===== config.mk =====
export PLATFORM = sky130hd
export DESIGN_NAME = dta_sqrt_cell
export DESIGN_NICKNAME = d
export VERILOG_FILES = /design/src/rtl/core/dta_sqrt_cell.sv
export SDC_FILE = /design/constraint.sdc
export NUM_CORES = 1
export LEC_CHECK = 0
export BUFFER_PORTS_ARGS = -buffer_cell sky130_fd_sc_hd__clkbuf_2
export CAP_MARGIN = 40
export CORE_AREA = 2 2 121 123
export DETAILED_ROUTE_END_ITERATION = 8
export DIE_AREA = 0 0 123 125
export PLACE_DENSITY = 0.71
export SYNTH_ARGS = -nofsm -noshare
export SYNTH_HDL_FRONTEND = slang
export SYNTH_SLANG_ARGS = --single-unit

===== constraint.sdc =====
create_clock -name aclk -period 3.8 [get_ports aclk]
set_input_delay 0.38 -clock aclk [delete_from_list [all_inputs] [get_ports aclk]]
set_output_delay 0.38 -clock aclk [all_outputs]
set_load 0.005 [all_outputs]

===== src/rtl/core/dta_sqrt_cell.sv =====
`timescale 1ns / 1ps
// ----------------------------------------------------------------------------
// dta_sqrt_cell
// One root bit of a restoring integer square root, with passenger data.
// ----------------------------------------------------------------------------
`default_nettype none

module dta_sqrt_cell #(
    parameter int NW = 64,
    parameter int RW = 32,
    parameter int I  = 0,
    parameter int PW = 1
) (
    input  wire logic          aclk,
    input  wire logic          aresetn,
    input  wire logic          en,
    input  wire logic          vld_in,
    input  wire logic [NW-1:0] rem_in,
    input  wire logic [RW-1:0] root_in,
    input  wire logic [PW-1:0] side_in,
    output logic               vld_out,
    output logic [NW-1:0]      rem_out,
    output logic [RW-1:0]      root_out,
    output logic [PW-1:0]      side_out
);

    logic [NW:0]   test;
    logic          fits;
    logic [NW-1:0] rem_next;
    logic [RW-1:0] root_next;
    logic          vld_reg;
    logic [NW-1:0] rem_reg;
    logic [RW-1:0] root_reg;
    logic [PW-1:0] side_reg;

    // (r + 2^i)^2 - r^2 = r*2^(i+1) + 2^(2i); r has no bits below i+1
    always_comb begin
        test      = ((NW+1)'(root_in) << (I + 1)) | ((NW+1)'(1) << (2 * I));
        fits      = {1'b0, rem_in} >= test;
        rem_next  = fits ? NW'({1'b0, rem_in} - test) : rem_in;
        root_next = fits ? (root_in | (RW'(1) << I)) : root_in;
    end

    always_ff @(posedge aclk) begin
        if (!aresetn) begin
            vld_reg <= 1'b0;
        end else if (en) begin
            vld_reg <= vld_in;
        end
    end

    always_ff @(posedge aclk) begin
        if (en) begin
            rem_reg  <= rem_next;
            root_reg <= root_next;
            side_reg <= side_in;
        end
    end

    assign vld_out  = vld_reg;
    assign rem_out  = rem_reg;
    assign root_out = root_reg;
    assign side_out = side_reg;

endmodule

`default_nettype wire


==> run_results.csv <==
group,metric,value,unit
synth,synth_top_area_share,47.1,%
drt,via_count,5198,
power,power_density,387,mW/mm²
timing,final_hold_viol_count,0,
critical_path,r2r_slack,3.21,ns
clock_tree,ctsHoldBuffers,0,
synth,synth_cells,597,
final_layout,fin_area,0.00762,mm²
power,power_leakage,3.28,nW
status,status,"completed",
final_layout,multi_input_area,0.00301,mm²
drt,drcViolationCount,0,
floorplan,core_area,0.0142,mm²
final_layout,drive_above_1_share,30.2,%
critical_path,max_stage_delay,0.46,ns
grt,grt.overflow.total,0,
flow_run,drv_cap,0,
floorplan,ioPinCount,199,
synth,synth_area_per_cell,10.4,µm²
timing,period_share,82.6,%
power,pwr-share-seq,46.4,%
critical_path,crit_type,"input port to flop",
place,io_buffers,198,
final_layout,area_growth,23.1,%
power,ir_drop,0.201,mV
critical_path,required,3.90,ns
power,p_clk_share,30.5,%
floorplan,die_area,0.0154,mm²
drt,drtIter0Drc,339,
timing,skew,0,ns
floorplan,start_util,43.6,%
final_layout,nets,921,
synth,ys_seq_area_share,47.4,%
drt,finalWirelength,15.9,mm
drt,drtPass1Iterations,5,
final_layout,layout_commonest_cell,"clkbuf_2",
hold_path,hold_class,"input port to flop",
synth,synth_edf_count,97,
clock_tree,htreeDepth,3,
grt,first_global_vias,5005,
place,dpl.cell_count,959,
floorplan,rows,44,
critical_path,crit_family,"compound AO/OA/AOI/OAI gates",
synth,yosysWarnings,0,
clock_tree,cts_tree,"done",
synth,synthFlopType,"edfxtp_1",
timing,setup_violations,0,
clock_tree,post_cts_resized,0,
critical_path,startpoint_type,"input port",
final_layout,final_cell_mix,"clkbuf_2 (197), edfxtp_1 (97), nor2_1 (64)",
synth,ys_seq_elements,98,
critical_path,path_cells,"clkbuf_2 > inv_1 > fa_1 > a211oi_1 > o21ai_1 > a211o_1 > a211oi_2 > o21ai_2 > a211oi_4 > nand2_1 > xnor2_1",
critical_path,path_buf_inv,2,
clock_tree,root_buffer,"clkbuf_16",
grt,grt_first_pass_wirelength,24.6,mm
synth,synth_top_area_cell,"edfxtp_1",
clock_tree,clock-sinks,98,
critical_path,endpoint_kind,"flop",
floorplan,fp.dieW,123,µm
grt,track_usage,20.4,%
floorplan,die_h,125,µm
clock_tree,clk_path_buf_depth,2,
final_layout,fillCellCount,1349,
final_layout,stdcell_count,975,
drt,drt-wirelength-per-cell,16.3,µm
synth,synth_area_leaders,"edfxtp_1 (47%), ha_1 (6.7%), xnor2_1 (5.9%), a21oi_1 (4.8%), nor2_1 (3.9%)",
place,placed_area,0.00733,mm²
synth,synth_cell_types,68,
critical_path,crit_arrival,3.24,ns
clock_tree,path_clk_slew,0.07,ns
timing,max_freq,319,MHz
timing,finalMaxSlewViolations,0,
final_layout,ff_latch_area,0.00293,mm²
place,gp_congestion,0.877,
grt,antenna_found_initial,0,
timing,rsz0062_at_grt,"no",
timing,tns,0,ns
power,p_sw_share,27.2,%
synth,synth.cell_area,0.00619,mm²
timing,worstMarginPinSlew,0.673,ns
critical_path,cp_max_fo,6,
drt,vias_per_cell,5.33,
synth,async_flop_share,0,%
power,power.internal,2.15,mW
power,p_sw,0.802,mW
grt,grt_max_degree,52,
final_layout,insertedDiodeCount,0,
clock_tree,numCtsBuffers,9,
critical_path,cpMaxStageDelayCell,"a211oi_4",
place,hpwl,12.3,mm
timing,layout_min_cycle_time,3.14,ns
timing,relSlewSlack,55.1,%
synth,syn_nets,732,
clock_tree,insertion_delay,0.35,ns
power,power_frac_comb,23.2,%
drt,ant_nets,0,
clock_tree,cts_setup_buffers,0,
## cell usage after synthesis (7+ instances only)
library cell and count:
nor4_1 7, a31oi_1 11, ha_1 33, o21ai_0 18, inv_1 34, edfxtp_1 97, o21a_1 8, nand4_1 13
xnor2_1 42, buf_2 7, a21o_1 12, xor2_1 18, nand3_1 13, or3_1 11, a21oi_1 59, nor3_1 8
clkbuf_1 14, nand2_1 34, nor2_1 64
## kinds of logic after synthesis
family | synth area share (%)
muxes | 0.890
xor gates and xnor gates | 8.49
and+or+nand+nor | 16.3
AOI/OAI and AO/OA | 15.9
DFF | 47.4
buffers and inverters | 4.00
adders and majority gates | 7.00
## state kept, by name, indices dropped and copies added, names as in the netlist
register / cells
side_out: 1
root_out: 32
vld_out: 1
rem_out: 64
## stage by stage
stage	util (%)	hold slack [ns]	power [mW]	setup slack (ns)
global route	53.6	0.184	3.10	0.439
detailed placement	51.6	0.517	2.07	0.342
floorplan	-	0.479	1.78	0.830
CTS	53.6	0.189	2.98	0.705
finish	53.6	0.200	2.95	0.662
global placement	51.6	0.499	2.07	0.383
## power by group through the flow
stage | combinational, mW | clock (mW) | sequential [mW]
final | 0.685 | 0.899 | 1.37
after global placement | 0.677 | 0 | 1.39
after detailed placement | 0.681 | 0 | 1.39
after global routing | 0.758 | 0.958 | 1.38
after CTS | 0.686 | 0.920 | 1.37
after floorplan | 0.371 | 0 | 1.40
## worst register-to-register path: stages (launching register included)
cell and delay (ns):
dfxtp_1 0.31, mux2i_1 0.12, nor2b_1 0.06
## per-layer routing
| layer | GRT usage, % | part of all wire [%] |
|---|---|---|
| met1 | 25.9 | 43 |
| met4 | 7.75 | 2.5 |
| met2 | 33.5 | 47 |
| met3 | 4.88 | 7.0 |
| met5 | 0 | 0 |
## area by class of cell
class                           count  share of cell area [%]
Clock buffer                       10                    3.01
Clock inverter                      6                   0.739
Inverter                           34                    1.68
Multi-Input combinational cell    440                    39.5
Sequential cell                    98                    38.5
Tap cell                          184                    3.02
Timing Repair Buffer              203                    13.6
## final timing paths
| kind | start | endpoint | cells past startpoint |
|---|---|---|---|
| worst max-delay path | root_in[0] | rem_out[56] | 11 |
| worst max register to register | vld_out | vld_out | 2 |
| worst min register to register | vld_out | vld_out | 2 |
| worst min-delay path | side_in | side_out | 1 |
Power figures use the tool's default switching activity.
