`src/rtl/core/dta_div_cell.sv`:
```
`timescale 1ns / 1ps
// ----------------------------------------------------------------------------
// dta_div_cell
// One quotient bit of a restoring divide for three lanes sharing a divisor.
// ----------------------------------------------------------------------------
`default_nettype none

module dta_div_cell #(
    parameter int DW = 48,
    parameter int LW = 32,
    parameter int QW = 16,
    parameter int I  = 0,
    parameter int PW = 1
) (
    input  wire logic                aclk,
    input  wire logic                aresetn,
    input  wire logic                en,
    input  wire logic                vld_in,
    input  wire logic [LW-1:0]       den_in,
    input  wire logic [2:0][DW-1:0]  rem_in,
    input  wire logic [2:0][QW-1:0]  q_in,
    input  wire logic [PW-1:0]       side_in,
    output logic                     vld_out,
    output logic [LW-1:0]            den_out,
    output logic [2:0][DW-1:0]       rem_out,
    output logic [2:0][QW-1:0]       q_out,
    output logic [PW-1:0]            side_out
);

    logic [DW-1:0]      dsh;
    logic [2:0][DW-1:0] rem_next;
    logic [2:0][QW-1:0] q_next;
    logic               vld_reg;
    logic [LW-1:0]      den_reg;
    logic [2:0][DW-1:0] rem_reg;
    logic [2:0][QW-1:0] q_reg;
    logic [PW-1:0]      side_reg;

    always_comb begin
        dsh = DW'(den_in) << I;
        for (int l = 0; l < 3; l++) begin
            if (rem_in[l] >= dsh) begin
                rem_next[l] = rem_in[l] - dsh;
                q_next[l]   = q_in[l] | (QW'(1) << I);
            end else begin
                rem_next[l] = rem_in[l];
                q_next[l]   = q_in[l];
            end
        end
    end

    always_ff @(posedge aclk) begin
        if (!aresetn) begin
            vld_reg <= 1'b0;
        end else if (en) begin
            vld_reg <= vld_in;
        end
    end

    always_ff @(posedge aclk) begin
        if (en) begin
            den_reg  <= den_in;
            rem_reg  <= rem_next;
            q_reg    <= q_next;
            side_reg <= side_in;
        end
    end

    assign vld_out  = vld_reg;
    assign den_out  = den_reg;
    assign rem_out  = rem_reg;
    assign q_out    = q_reg;
    assign side_out = side_reg;

endmodule

`default_nettype wire

```
`config.mk`:
```
export PLATFORM = sky130hd
export DESIGN_NAME = dta_div_cell
export DESIGN_NICKNAME = d
export VERILOG_FILES = /design/src/rtl/core/dta_div_cell.sv
export SDC_FILE = /design/constraint.sdc
export NUM_CORES = 1
export LEC_CHECK = 0
export ABC_AREA = 0
export BUFFER_PORTS_ARGS = -buffer_cell sky130_fd_sc_hd__buf_2
export CAP_MARGIN = 20
export CORE_ASPECT_RATIO = 0.6
export CORE_UTILIZATION = 30
export CTS_CLUSTER_SIZE = 12
export DETAILED_ROUTE_END_ITERATION = 8
export GPL_ROUTABILITY_DRIVEN = 0
export PLACE_DENSITY = 0.51
export SYNTH_ARGS = -nofsm -noshare
export SYNTH_HDL_FRONTEND = slang
export SYNTH_SLANG_ARGS = --single-unit
```
`constraint.sdc`:
```
create_clock -name aclk -period 2.6 [get_ports aclk]
set_input_delay 0 -clock aclk [delete_from_list [all_inputs] [get_ports aclk]]
set_output_delay 0 -clock aclk [all_outputs]
set_load 0.02 [all_outputs]
```
==> flow_summary_export.csv <==
group,metric,value,unit
outcome,status,"finished, violations left",
outcome,violations,"negative hold slack",
power,leakage,10.5,nW
drt,vias,15400,
setup_path,cpMaxStageDelayCell,"dlygate4sd3_1",
die,die_h,173,microns
yosys,synthesis.nets,1766,
drt,avgViaCountPerCell,4.90,
layout,fillerInstances,4504,
layout,final_common_cell,"buf_2",
setup_path,worst-path-buf-inv,5,
layout,mostFrequentLayoutCells,"buf_2 (448), buf_4 (362), dlygate4sd3_1 (231)",
yosys,synth_top_cell_area_share,46.5,%
setup_path,worstPathArrival,2.90,ns
yosys,ys.flop_type,"edfxtp_1",
setup_path,crit_type,"in -> reg",
drt,ant_nets,0,
yosys,yosysSeqAreaShare,46.6,%
power,ir_drop,0.396,mV
yosys,ys_types,82,
grt,grt_pass1_vias,14900,
setup_path,crit_path_start_kind,"input pin",
setup_path,r2r_slack,1.41,ns
die,rows,62,
grt,grt_pass1_wl,84900,microns
sta,fmax,385,MHz
layout,syn_to_final_growth,65.3,%
setup_path,r2r-start,"vld_out",
yosys,syn_area,14500,sq um
worst_hold_path,holdPathEnd,"rem_out[96]",
setup_path,worstPathMaxFanout,3,
clocking,htreeDepth,1,
setup_path,max_stage_delay,0.56,ns
setup_path,crit_path_end_kind,"register",
yosys,synth-seq-cells,226,
clocking,clk_latency,0.56,ns
sta,worst_pin_slew,0.632,ns
clocking,cts_tree,"done",
flow_run,maxCapViolCount,0,
worst_hold_path,hp-start,"rem_in[96]",
yosys,yosysWarnings,0,
drt,dr.pass1.iters,6,
yosys,synth_edf_count,225,
yosys,ys_async_sr_fraction,0,%
setup_path,path_cells,"dlygate4sd3_1 > buf_2 > ha_1 > a21o_1 > a31oi_1 > o21ai_0 > nand2_1 > o211ai_1 > buf_4 > a31oi_1 > buf_4 > o31ai_1 > buf_4 > a311oi_1 > xor2_1",
clocking,cts_buffers,27,
layout,nets,2808,
worst_hold_path,min_path_type,"in -> reg",
sta,maxSlewHeadroom,57.9,%
die,die_w,286,microns
setup_path,cp.required,2.90,ns
worst_hold_path,hold-path-cell-count,4,
drt,route.detailed.drc,0,
sta,rsz0062_at_grt,"yes",
setup_path,path_common_cell,"buf_4",
sta,skew,0,ns
grt,grtUsageTotal,22.0,%
yosys,syn-mean-instance-area,10.1,sq um
drt,drtIter0Drc,1152,
die,io_pins,455,
grt,antenna_found_initial,8,
yosys,syn_inst,1438,
clocking,clk_pin_slew,0.06,ns
sta,setup_viol,0,
drt,finalWirelength,57500,microns
die,dieArea,49400,sq um
sta,slew_viol_final,0,
die,start_util,30.4,%
drt,wl_per_cell,18.3,microns
layout,drive_gt1_share,38.8,%
placement,dpl.hpwl,44200,microns
sta,hold_slack,-0.00332,ns
yosys,yosys.area.top_type,"edfxtp_1",
sta,finalCriticalPeriod,2.60,ns
setup_path,r2r-end,"vld_out",
clocking,clockBufferDepth,3,
sta,tns,0,ns
setup_path,crit_family,"compound AO/OA/AOI/OAI gates",
placement,port-buffer-count,454,
grt,grt_max_degree,58,
clocking,cts-root-buf,"clkbuf_16",
sta,period_share,99.9,%
die,core,47900,sq um
yosys,synth_area_leaders,"edfxtp_1 (46%), ha_1 (8.3%), a21oi_1 (5.8%), xnor2_1 (4.4%), nor2_1 (3.6%)",
power,powerDensity,525,nW/um^2
layout,final_util,50.2,%
setup_path,ff2ff_path_depth,3,
clocking,clock-sinks,226,
sta,hold_viol_final,1,
grt,grt.overflow.total,0,
## final cells by class
class	count	area (sq um)	area share (%)
Clock buffer	35	706	2.94
Sequential cell	226	6780	28.2
Clock inverter	12	103	0.427
Timing Repair Buffer	1058	7550	31.4
Tap cell	640	801	3.33
Inverter	61	229	0.953
Multi-Input combinational cell	1106	7860	32.7
Antenna cell	7	17.5	0.0729
## worst min-delay path, cell delays in order
cell     delay (ns)
buf_2          0.10
inv_1          0.05
ha_1           0.16
a21oi_1        0.07
## through the flow
step                setup slack (ns)  cells  total power [mW]  area [sq um]
floorplan                   -0.00623   1438              6.72         14600
global placement              -0.693   2847              8.60         20200
detailed placement            -0.834   2847              8.62         20200
CTS                          0.00438   3122              12.6         23300
global route                 -0.0287   3143              13.2         24000
finish                       0.00140   3145              12.6         24000
## sequential cells by signal (all words and copies together) (netlist names)
| name | flops |
|---|---|
| vld_out | 1 |
| q_out | 48 |
| den_out | 32 |
| side_out | 1 |
| rem_out | 144 |
## timing repair
item                                    in CTS  in global routing
pin swaps                                    0                 27
hold buffers                               228                  8
hold endpoints to repair                   273                  8
resized for setup                            2                 92
gates cloned                                 0                  1
endpoints found under the setup margin      51                110
setup buffers                                0                 12
## routing by layer
| layer | GRT usage [%] | wire length (microns) | vias to the layer above |
|---|---|---|---|
| met3 | 4.89 | 4740 | 75 |
| li1 | - | - | 7453 |
| met2 | 34.2 | 25500 | 597 |
| met4 | 4.92 | 1160 | 0 |
| met5 | 0 | 0 | - |
| met1 | 31.1 | 26100 | 7290 |
## worst max path at each step
| stage | startpoint | endpoint | slack, ns | depth (start not counted) |
|---|---|---|---|---|
| floorplan | rem_in[0] | rem_out[41] | -0.006 | 12 |
| global placement | den_in[17] | rem_out[84] | -0.69 | 13 |
| detailed placement | den_in[17] | rem_out[84] | -0.83 | 13 |
| CTS | rem_in[115] | rem_out[133] | 0.004 | 12 |
| global route | rem_in[117] | rem_out[139] | -0.03 | 14 |
| finish | rem_in[58] | rem_out[86] | 0.001 | 15 |
## Yosys cell counts, types with 4 or more instances
cell type,n
a211oi_1,9
a21boi_0,5
a21o_1,27
a21oi_1,168
a31oi_1,11
and2_1,8
and3_1,9
buf_2,21
clkbuf_1,18
edfxtp_1,225
ha_1,96
inv_1,61
mux2_2,8
nand2_1,124
nand2b_1,15
nand3_1,29
nand3b_1,5
nand4_1,30
nor2_1,138
nor2b_1,16
nor3_1,40
nor4_1,13
nor4b_2,4
o211ai_1,9
o21a_1,19
o21ai_0,76
o21ai_1,5
o21bai_1,13
o31a_1,4
o31ai_1,10
or2_2,5
or3_1,6
xnor2_1,73
xor2_1,59
## logic make-up (layout without fill, tap and decap cells)
group / count (synthesis) / count (layout) / synth area share, %
and+or+nand+nor: 462 / 462 / 15.5
AOI/OAI and AO/OA: 401 / 401 / 17.3
DFF: 226 / 226 / 46.6
xor gates and xnor gates: 132 / 132 / 7.95
buffers and inverters: 106 / 1166 / 3.00
adders and majority gates: 99 / 99 / 8.67
muxes: 12 / 12 / 0.921
other: 0 / 7 / 0
## report_power, final
part           internal (mW)  switching, mW
Clock                   2.01           1.61
Sequential              4.55          0.136
Combinational           1.95           2.35
Total                   8.52           4.10
Note: power is estimated with default switching activity, not from simulation.
