`config.mk`:
```
export PLATFORM = sky130hd
export DESIGN_NAME = dta_cordic_cell
export DESIGN_NICKNAME = d
export VERILOG_FILES = /design/src/rtl/core/dta_pkg.sv /design/src/rtl/core/dta_cordic_cell.sv
export SDC_FILE = /design/constraint.sdc
export NUM_CORES = 1
export LEC_CHECK = 0
export BUFFER_PORTS_ARGS = -buffer_cell sky130_fd_sc_hd__buf_2
export CORE_ASPECT_RATIO = 0.5
export CORE_MARGIN = 5
export CORE_UTILIZATION = 55
export DETAILED_ROUTE_END_ITERATION = 8
export GPL_ROUTABILITY_DRIVEN = 0
export GPL_TIMING_DRIVEN = 0
export PLACE_DENSITY = 0.81
export SYNTH_ARGS = -nofsm -noshare
export SYNTH_HDL_FRONTEND = slang
export SYNTH_SLANG_ARGS = --single-unit
```
`constraint.sdc`:
```
create_clock -name aclk -period 3.9 [get_ports aclk]
set_input_delay 0.195 -clock aclk [delete_from_list [all_inputs] [get_ports aclk]]
set_output_delay 0.195 -clock aclk [all_outputs]
set_load 0.01 [all_outputs]
```
`src/rtl/core/dta_pkg.sv`:
```
`timescale 1ns / 1ps
// ----------------------------------------------------------------------------
// dta_pkg
// Shared widths, constants, sideband types and the CORDIC arctangent table
// for the direction to axis-angle pipeline.
// ----------------------------------------------------------------------------
`default_nettype none

package dta_pkg;

    localparam int A_W      = 24;  // normalised magnitude width
    localparam int SQ_W     = 48;  // one square
    localparam int SUM_W    = 50;  // sum of up to three squares
    localparam int NSQ_W    = 64;  // radicand for the length
    localparam int LEN_W    = 32;  // length root
    localparam int PERP_W   = 25;  // root of the perpendicular part
    localparam int DIV_W    = 48;  // divider remainder
    localparam int Q_W      = 16;  // quotient
    localparam int XY_W     = 28;  // CORDIC x and y
    localparam int Z_W      = 26;  // CORDIC angle, degrees with 16 fraction bits
    localparam int ATAN_LEN = 24;

    localparam logic [Q_W-1:0]          UNIT_ONE  = 16'd16384;
    localparam logic [15:0]             ANGLE_MAX = 16'd46080;
    localparam logic signed [Z_W-1:0]   Z_RIGHT   = 26'sd5898240;  // 90 degrees

    typedef struct packed {
        logic [SUM_W-1:0] perp_sq;
        logic [A_W-1:0]   a;
        logic [A_W-1:0]   b;
        logic [A_W-1:0]   c;
        logic [2:0]       neg;
        logic             zero;
    } lside_t;

    typedef struct packed {
        logic [LEN_W-1:0] len;
        logic [A_W-1:0]   a;
        logic [A_W-1:0]   b;
        logic [A_W-1:0]   c;
        logic [2:0]       neg;
        logic             zero;
    } pside_t;

    typedef struct packed {
        logic signed [XY_W-1:0] x;
        logic signed [XY_W-1:0] y;
        logic signed [Z_W-1:0]  z;
        logic [2:0]             neg;
        logic                   zero;
    } dside_t;

    typedef struct packed {
        logic [2:0][Q_W-1:0] q;
        logic [2:0]          neg;
        logic                zero;
    } cside_t;

    // atan(2^-k) in degrees, 16 fraction bits
    function automatic logic [21:0] atan_deg16(input int k);
        logic [21:0] v;
        case (k)
            0:       v = 22'd2949120;
            1:       v = 22'd1740967;
            2:       v = 22'd919879;
            3:       v = 22'd466945;
            4:       v = 22'd234379;
            5:       v = 22'd117304;
            6:       v = 22'd58666;
            7:       v = 22'd29335;
            8:       v = 22'd14668;
            9:       v = 22'd7334;
            10:      v = 22'd3667;
            11:      v = 22'd1833;
            12:      v = 22'd917;
            13:      v = 22'd458;
            14:      v = 22'd229;
            15:      v = 22'd115;
            16:      v = 22'd57;
            17:      v = 22'd29;
            18:      v = 22'd14;
            19:      v = 22'd7;
            20:      v = 22'd4;
            21:      v = 22'd2;
            22:      v = 22'd1;
            default: v = 22'd0;
        endcase
        return v;
    endfunction

endpackage

`default_nettype wire

```
`src/rtl/core/dta_cordic_cell.sv`:
```
`timescale 1ns / 1ps
// ----------------------------------------------------------------------------
// dta_cordic_cell
// One vectoring CORDIC micro-rotation with a fixed shift, angle in degrees.
// ----------------------------------------------------------------------------
`default_nettype none

module dta_cordic_cell #(
    parameter int K  = 0,
    parameter int PW = 1
) (
    input  wire logic                               aclk,
    input  wire logic                               aresetn,
    input  wire logic                               en,
    input  wire logic                               vld_in,
    input  wire logic signed [dta_pkg::XY_W-1:0]    x_in,
    input  wire logic signed [dta_pkg::XY_W-1:0]    y_in,
    input  wire logic signed [dta_pkg::Z_W-1:0]     z_in,
    input  wire logic [PW-1:0]                      side_in,
    output logic                                    vld_out,
    output logic signed [dta_pkg::XY_W-1:0]         x_out,
    output logic signed [dta_pkg::XY_W-1:0]         y_out,
    output logic signed [dta_pkg::Z_W-1:0]          z_out,
    output logic [PW-1:0]                           side_out
);

    localparam logic signed [dta_pkg::Z_W-1:0] ATAN =
        dta_pkg::Z_W'(dta_pkg::atan_deg16(K));

    logic signed [dta_pkg::XY_W-1:0] xs;
    logic signed [dta_pkg::XY_W-1:0] ys;
    logic signed [dta_pkg::XY_W-1:0] x_next;
    logic signed [dta_pkg::XY_W-1:0] y_next;
    logic signed [dta_pkg::Z_W-1:0]  z_next;
    logic                            vld_reg;
    logic signed [dta_pkg::XY_W-1:0] x_reg;
    logic signed [dta_pkg::XY_W-1:0] y_reg;
    logic signed [dta_pkg::Z_W-1:0]  z_reg;
    logic [PW-1:0]                   side_reg;

    always_comb begin
        xs = x_in >>> K;
        ys = y_in >>> K;
        if (y_in > 0) begin
            x_next = x_in + ys;
            y_next = y_in - xs;
            z_next = z_in + ATAN;
        end else begin
            x_next = x_in - ys;
            y_next = y_in + xs;
            z_next = z_in - ATAN;
        end
    end

    always_ff @(posedge aclk) begin
        if (!aresetn) begin
            vld_reg <= 1'b0;
        end else if (en) begin
            vld_reg <= vld_in;
        end
    end

    always_ff @(posedge aclk) begin
        if (en) begin
            x_reg    <= x_next;
            y_reg    <= y_next;
            z_reg    <= z_next;
            side_reg <= side_in;
        end
    end

    assign vld_out  = vld_reg;
    assign x_out    = x_reg;
    assign y_out    = y_reg;
    assign z_out    = z_reg;
    assign side_out = side_reg;

endmodule

`default_nettype wire

```
==> impl_results.md <==
* Status: complete, no violations
* Buffers on Ports at 170
* Die X at 176 µm
* Via count at 7614
* Worst Setup End Kind: flip-flop
* Clock sinks at 83
* CP Launch Point: y_in[24]
* CTS tree: done
* Synth top area share at 32.4%
* #FFs+latches synth at 83
* Seq/Total Area, Yosys at 32.7%
* Yosys warns at 0
* Cts bufs inserted at 9
* Setup Crit Path Kind: input pin to flip-flop
* Routed vias/inst at 6.16
* Clk root buf: clkbuf_16
* Post-synth cell types at 67
* Dpl ws at -0.423 ns
* Crit path max fanout at 14
* Crit path DAT at 3.76 ns
* Relative slew slack at 45.4%
* Lkg Pwr at 4.00 nW
* Area Growth Syn to Fin at 18.9%
* Overall global routing resource usage at 28.1%
* Clk slew on worst S/H paths at 0.07 ns
* Syn avg cell area at 8.86 µm²
* Final instance area at 9030 µm²
* Share of cells above drive strength 1 at 23.2%
* Worst-Margin Slew at 0.820 ns
* Drt pass-1 iters at 7
* Synth area leaders: edfxtp_1, ha_1, xnor2_1
* Initial core utilization at 56.0%
* Area of the mapped netlist at 7590 µm²
* Cells after Synth at 857
* Fin Setup TNS at 0 ns
* Final min period at 3.67 ns
* DRC errors left at 0
* Skew-Pair Late Insertion Delay at 0.34 ns
* Max VDD drop at 0.203 mV
* Max Root-Sink Buffers at 2
* Number of antenna diodes at 0
* Power Total at 3.21 mW
* First-pass GRT wire length at 36600 µm
* Non-filler cells, final at 1236
* Async set-reset flop share out of synthesis at 0%
* Syn nets at 1037
* Worst min path class: input pin to flip-flop
* Vias in the first global route at 6964
* Pwr Density at 356 nW/µm²
* Final global-route overflow total at 0
* Endpoints failing setup at 0
* Area leader, netlist: edfxtp_1
* Post-synth top flop: edfxtp_1
* R2R Path Start: vld_out$_SDFFE_PN0P_
* ANT nets after route at 0
* Post-DP HPWL at 18400 µm
* H-tree depth at 3
* Hold Crit Start: z_in[4]
* EDFF count, synth at 82
* Placed insts at 1220
* Area post-placement at 8710 µm²
* Core area at 13600 µm²
* RSZ-0062 raised after global routing: false
* Die extent in y at 93.1 µm
* Maxcap violations at 0
* CTS Hold Buffers Added at 0
* Nets at 1219
* Final worst path period share at 94.0%
* Worst setup SP type: input pin
* Clock Skews at 0 ns
* Setup ws final at 0.234 ns
* Slew Viols, Final at 0
* Mean routed wirelength per cell at 19.3 µm
* Peak Freq at 0.273 GHz
* Die area at 16400 µm²
* Site row count at 30
* # IOs at 171
* Postcts setup bufs at 0
* Largest net degree at the start of global routing at 64
* Total Wirelength at 23800 µm
* Critical Path RT at 3.99 ns
* Starting DRT DRC Count at 1211
* Hold violation count in the final report at 0
* Initial antenna violation count at 0
per-layer routing:
metal / GRT usage [%] / vias up / wire length (µm)
met3: 10.9 / 97 / 3530
li1: - / 3444 / -
met5: 0 / - / 8
met2: 41.6 / 595 / 9780
met1: 38.7 / 3476 / 9810
met4: 7.00 / 2 / 717
where the power goes:
group	switching, mW	internal [mW]	total [mW]	leakage [nW]
clock network	0.400	0.442	0.843	0.135
registers	0.0285	1.16	1.18	0.811
logic	0.733	0.453	1.19	3.05
flip-flops by register name (all words and copies together), names as in the netlist:
signal,cells
x_out,28
y_out,27
z_out,26
side_out,1
vld_out,1
kinds of logic after synthesis:
logic type	synth area share [%]
AO/OA/AOI/OAI	23.6
AND/OR/NAND/NOR	13.1
buffers and inverters	6.76
adder cells (fa/ha/maj)	15.7
flip-flops	32.7
XOR/XNOR	6.92
multiplexers	1.19
metrics by stage:
step,hold WS (ns),utilization (%)
after global routing,0.0111,66.6
after floorplan,0.294,-
final,0.0211,66.6
after global placement,0.371,64.1
after CTS,0.0172,66.5
after detailed placement,0.373,64.3
worst paths after layout:
kind                               end  slack, ns  depth (start not counted)
setup reg to reg  vld_out$_SDFFE_PN0P_       3.32                          2
hold reg to reg   vld_out$_SDFFE_PN0P_       0.51                          2
setup / recovery   z_out[25]$_DFFE_PP_       0.23                         16
hold / removal      z_out[4]$_DFFE_PP_       0.02                          1
final cells by class:
class,count,area [µm²]
clock inverter,7,57.6
sequential,83,2480
inverter,86,323
tap,192,240
timing repair buffer,171,881
fill,1122,4520
buffer,39,196
clock buffer,9,225
multi-input combinational,649,4620
repair_timing:
item,CTS,global route
endpoints found under the setup margin,1,2
hold endpoints to repair,0,0
resized for setup,2,6
worst max-delay path, stage by stage:
cell and delay (ns):
buf_2 0.14, nor4_2 0.41, nand3_1 0.19, o21bai_1 0.22
buf_2 0.27, clkbuf_4 0.31, clkbuf_4 0.35, ha_1 0.30
a21o_1 0.17, a21oi_1 0.22, o21ai_0 0.12, a21oi_1 0.22
o21ai_0 0.18, a21o_1 0.20, a21oi_1 0.17, xnor2_1 0.09
synth_stat cells, types with 6 or more instances:
library cell and instances:
xnor2_1 54, nor2b_1 11, a21oi_1 94, a21o_1 14
edfxtp_1 82, clkbuf_1 6, nor2_1 67, buf_1 7
xor2_1 6, nand3_1 20, buf_2 23, mux2i_1 9
o21bai_1 16, o21a_1 9, nand4_1 6, o21ai_0 45
nor3_1 19, a211oi_1 7, a221oi_1 6, inv_1 80
nand2b_1 11, nand2_1 46, ha_1 89, o31ai_1 9
o21ai_1 15, o211ai_1 10, nor4_1 10, a31oi_1 7
layout by cell type (no fill, tap or decap), drive strengths merged, types with 5 or more instances in the layout:
master	netlist	final
nand3	20	20
mux2i	9	9
clkbuf	6	18
nand2	46	46
xor2	6	6
nor4	11	11
o21bai	16	16
a31oi	7	7
xnor2	54	54
a21oi	95	95
o21ai	60	60
or3	6	6
o21a	9	9
ha	89	89
o211ai	10	10
edfxtp	82	82
a211oi	9	9
a311oi	5	5
a21o	14	14
a221oi	6	6
a21boi	5	5
o31ai	10	10
buf	33	201
inv	85	89
nor2	67	67
nor2b	11	11
nand2b	11	11
nor3	19	19
nand4	6	6
Note: power is estimated with default switching activity, not from simulation.
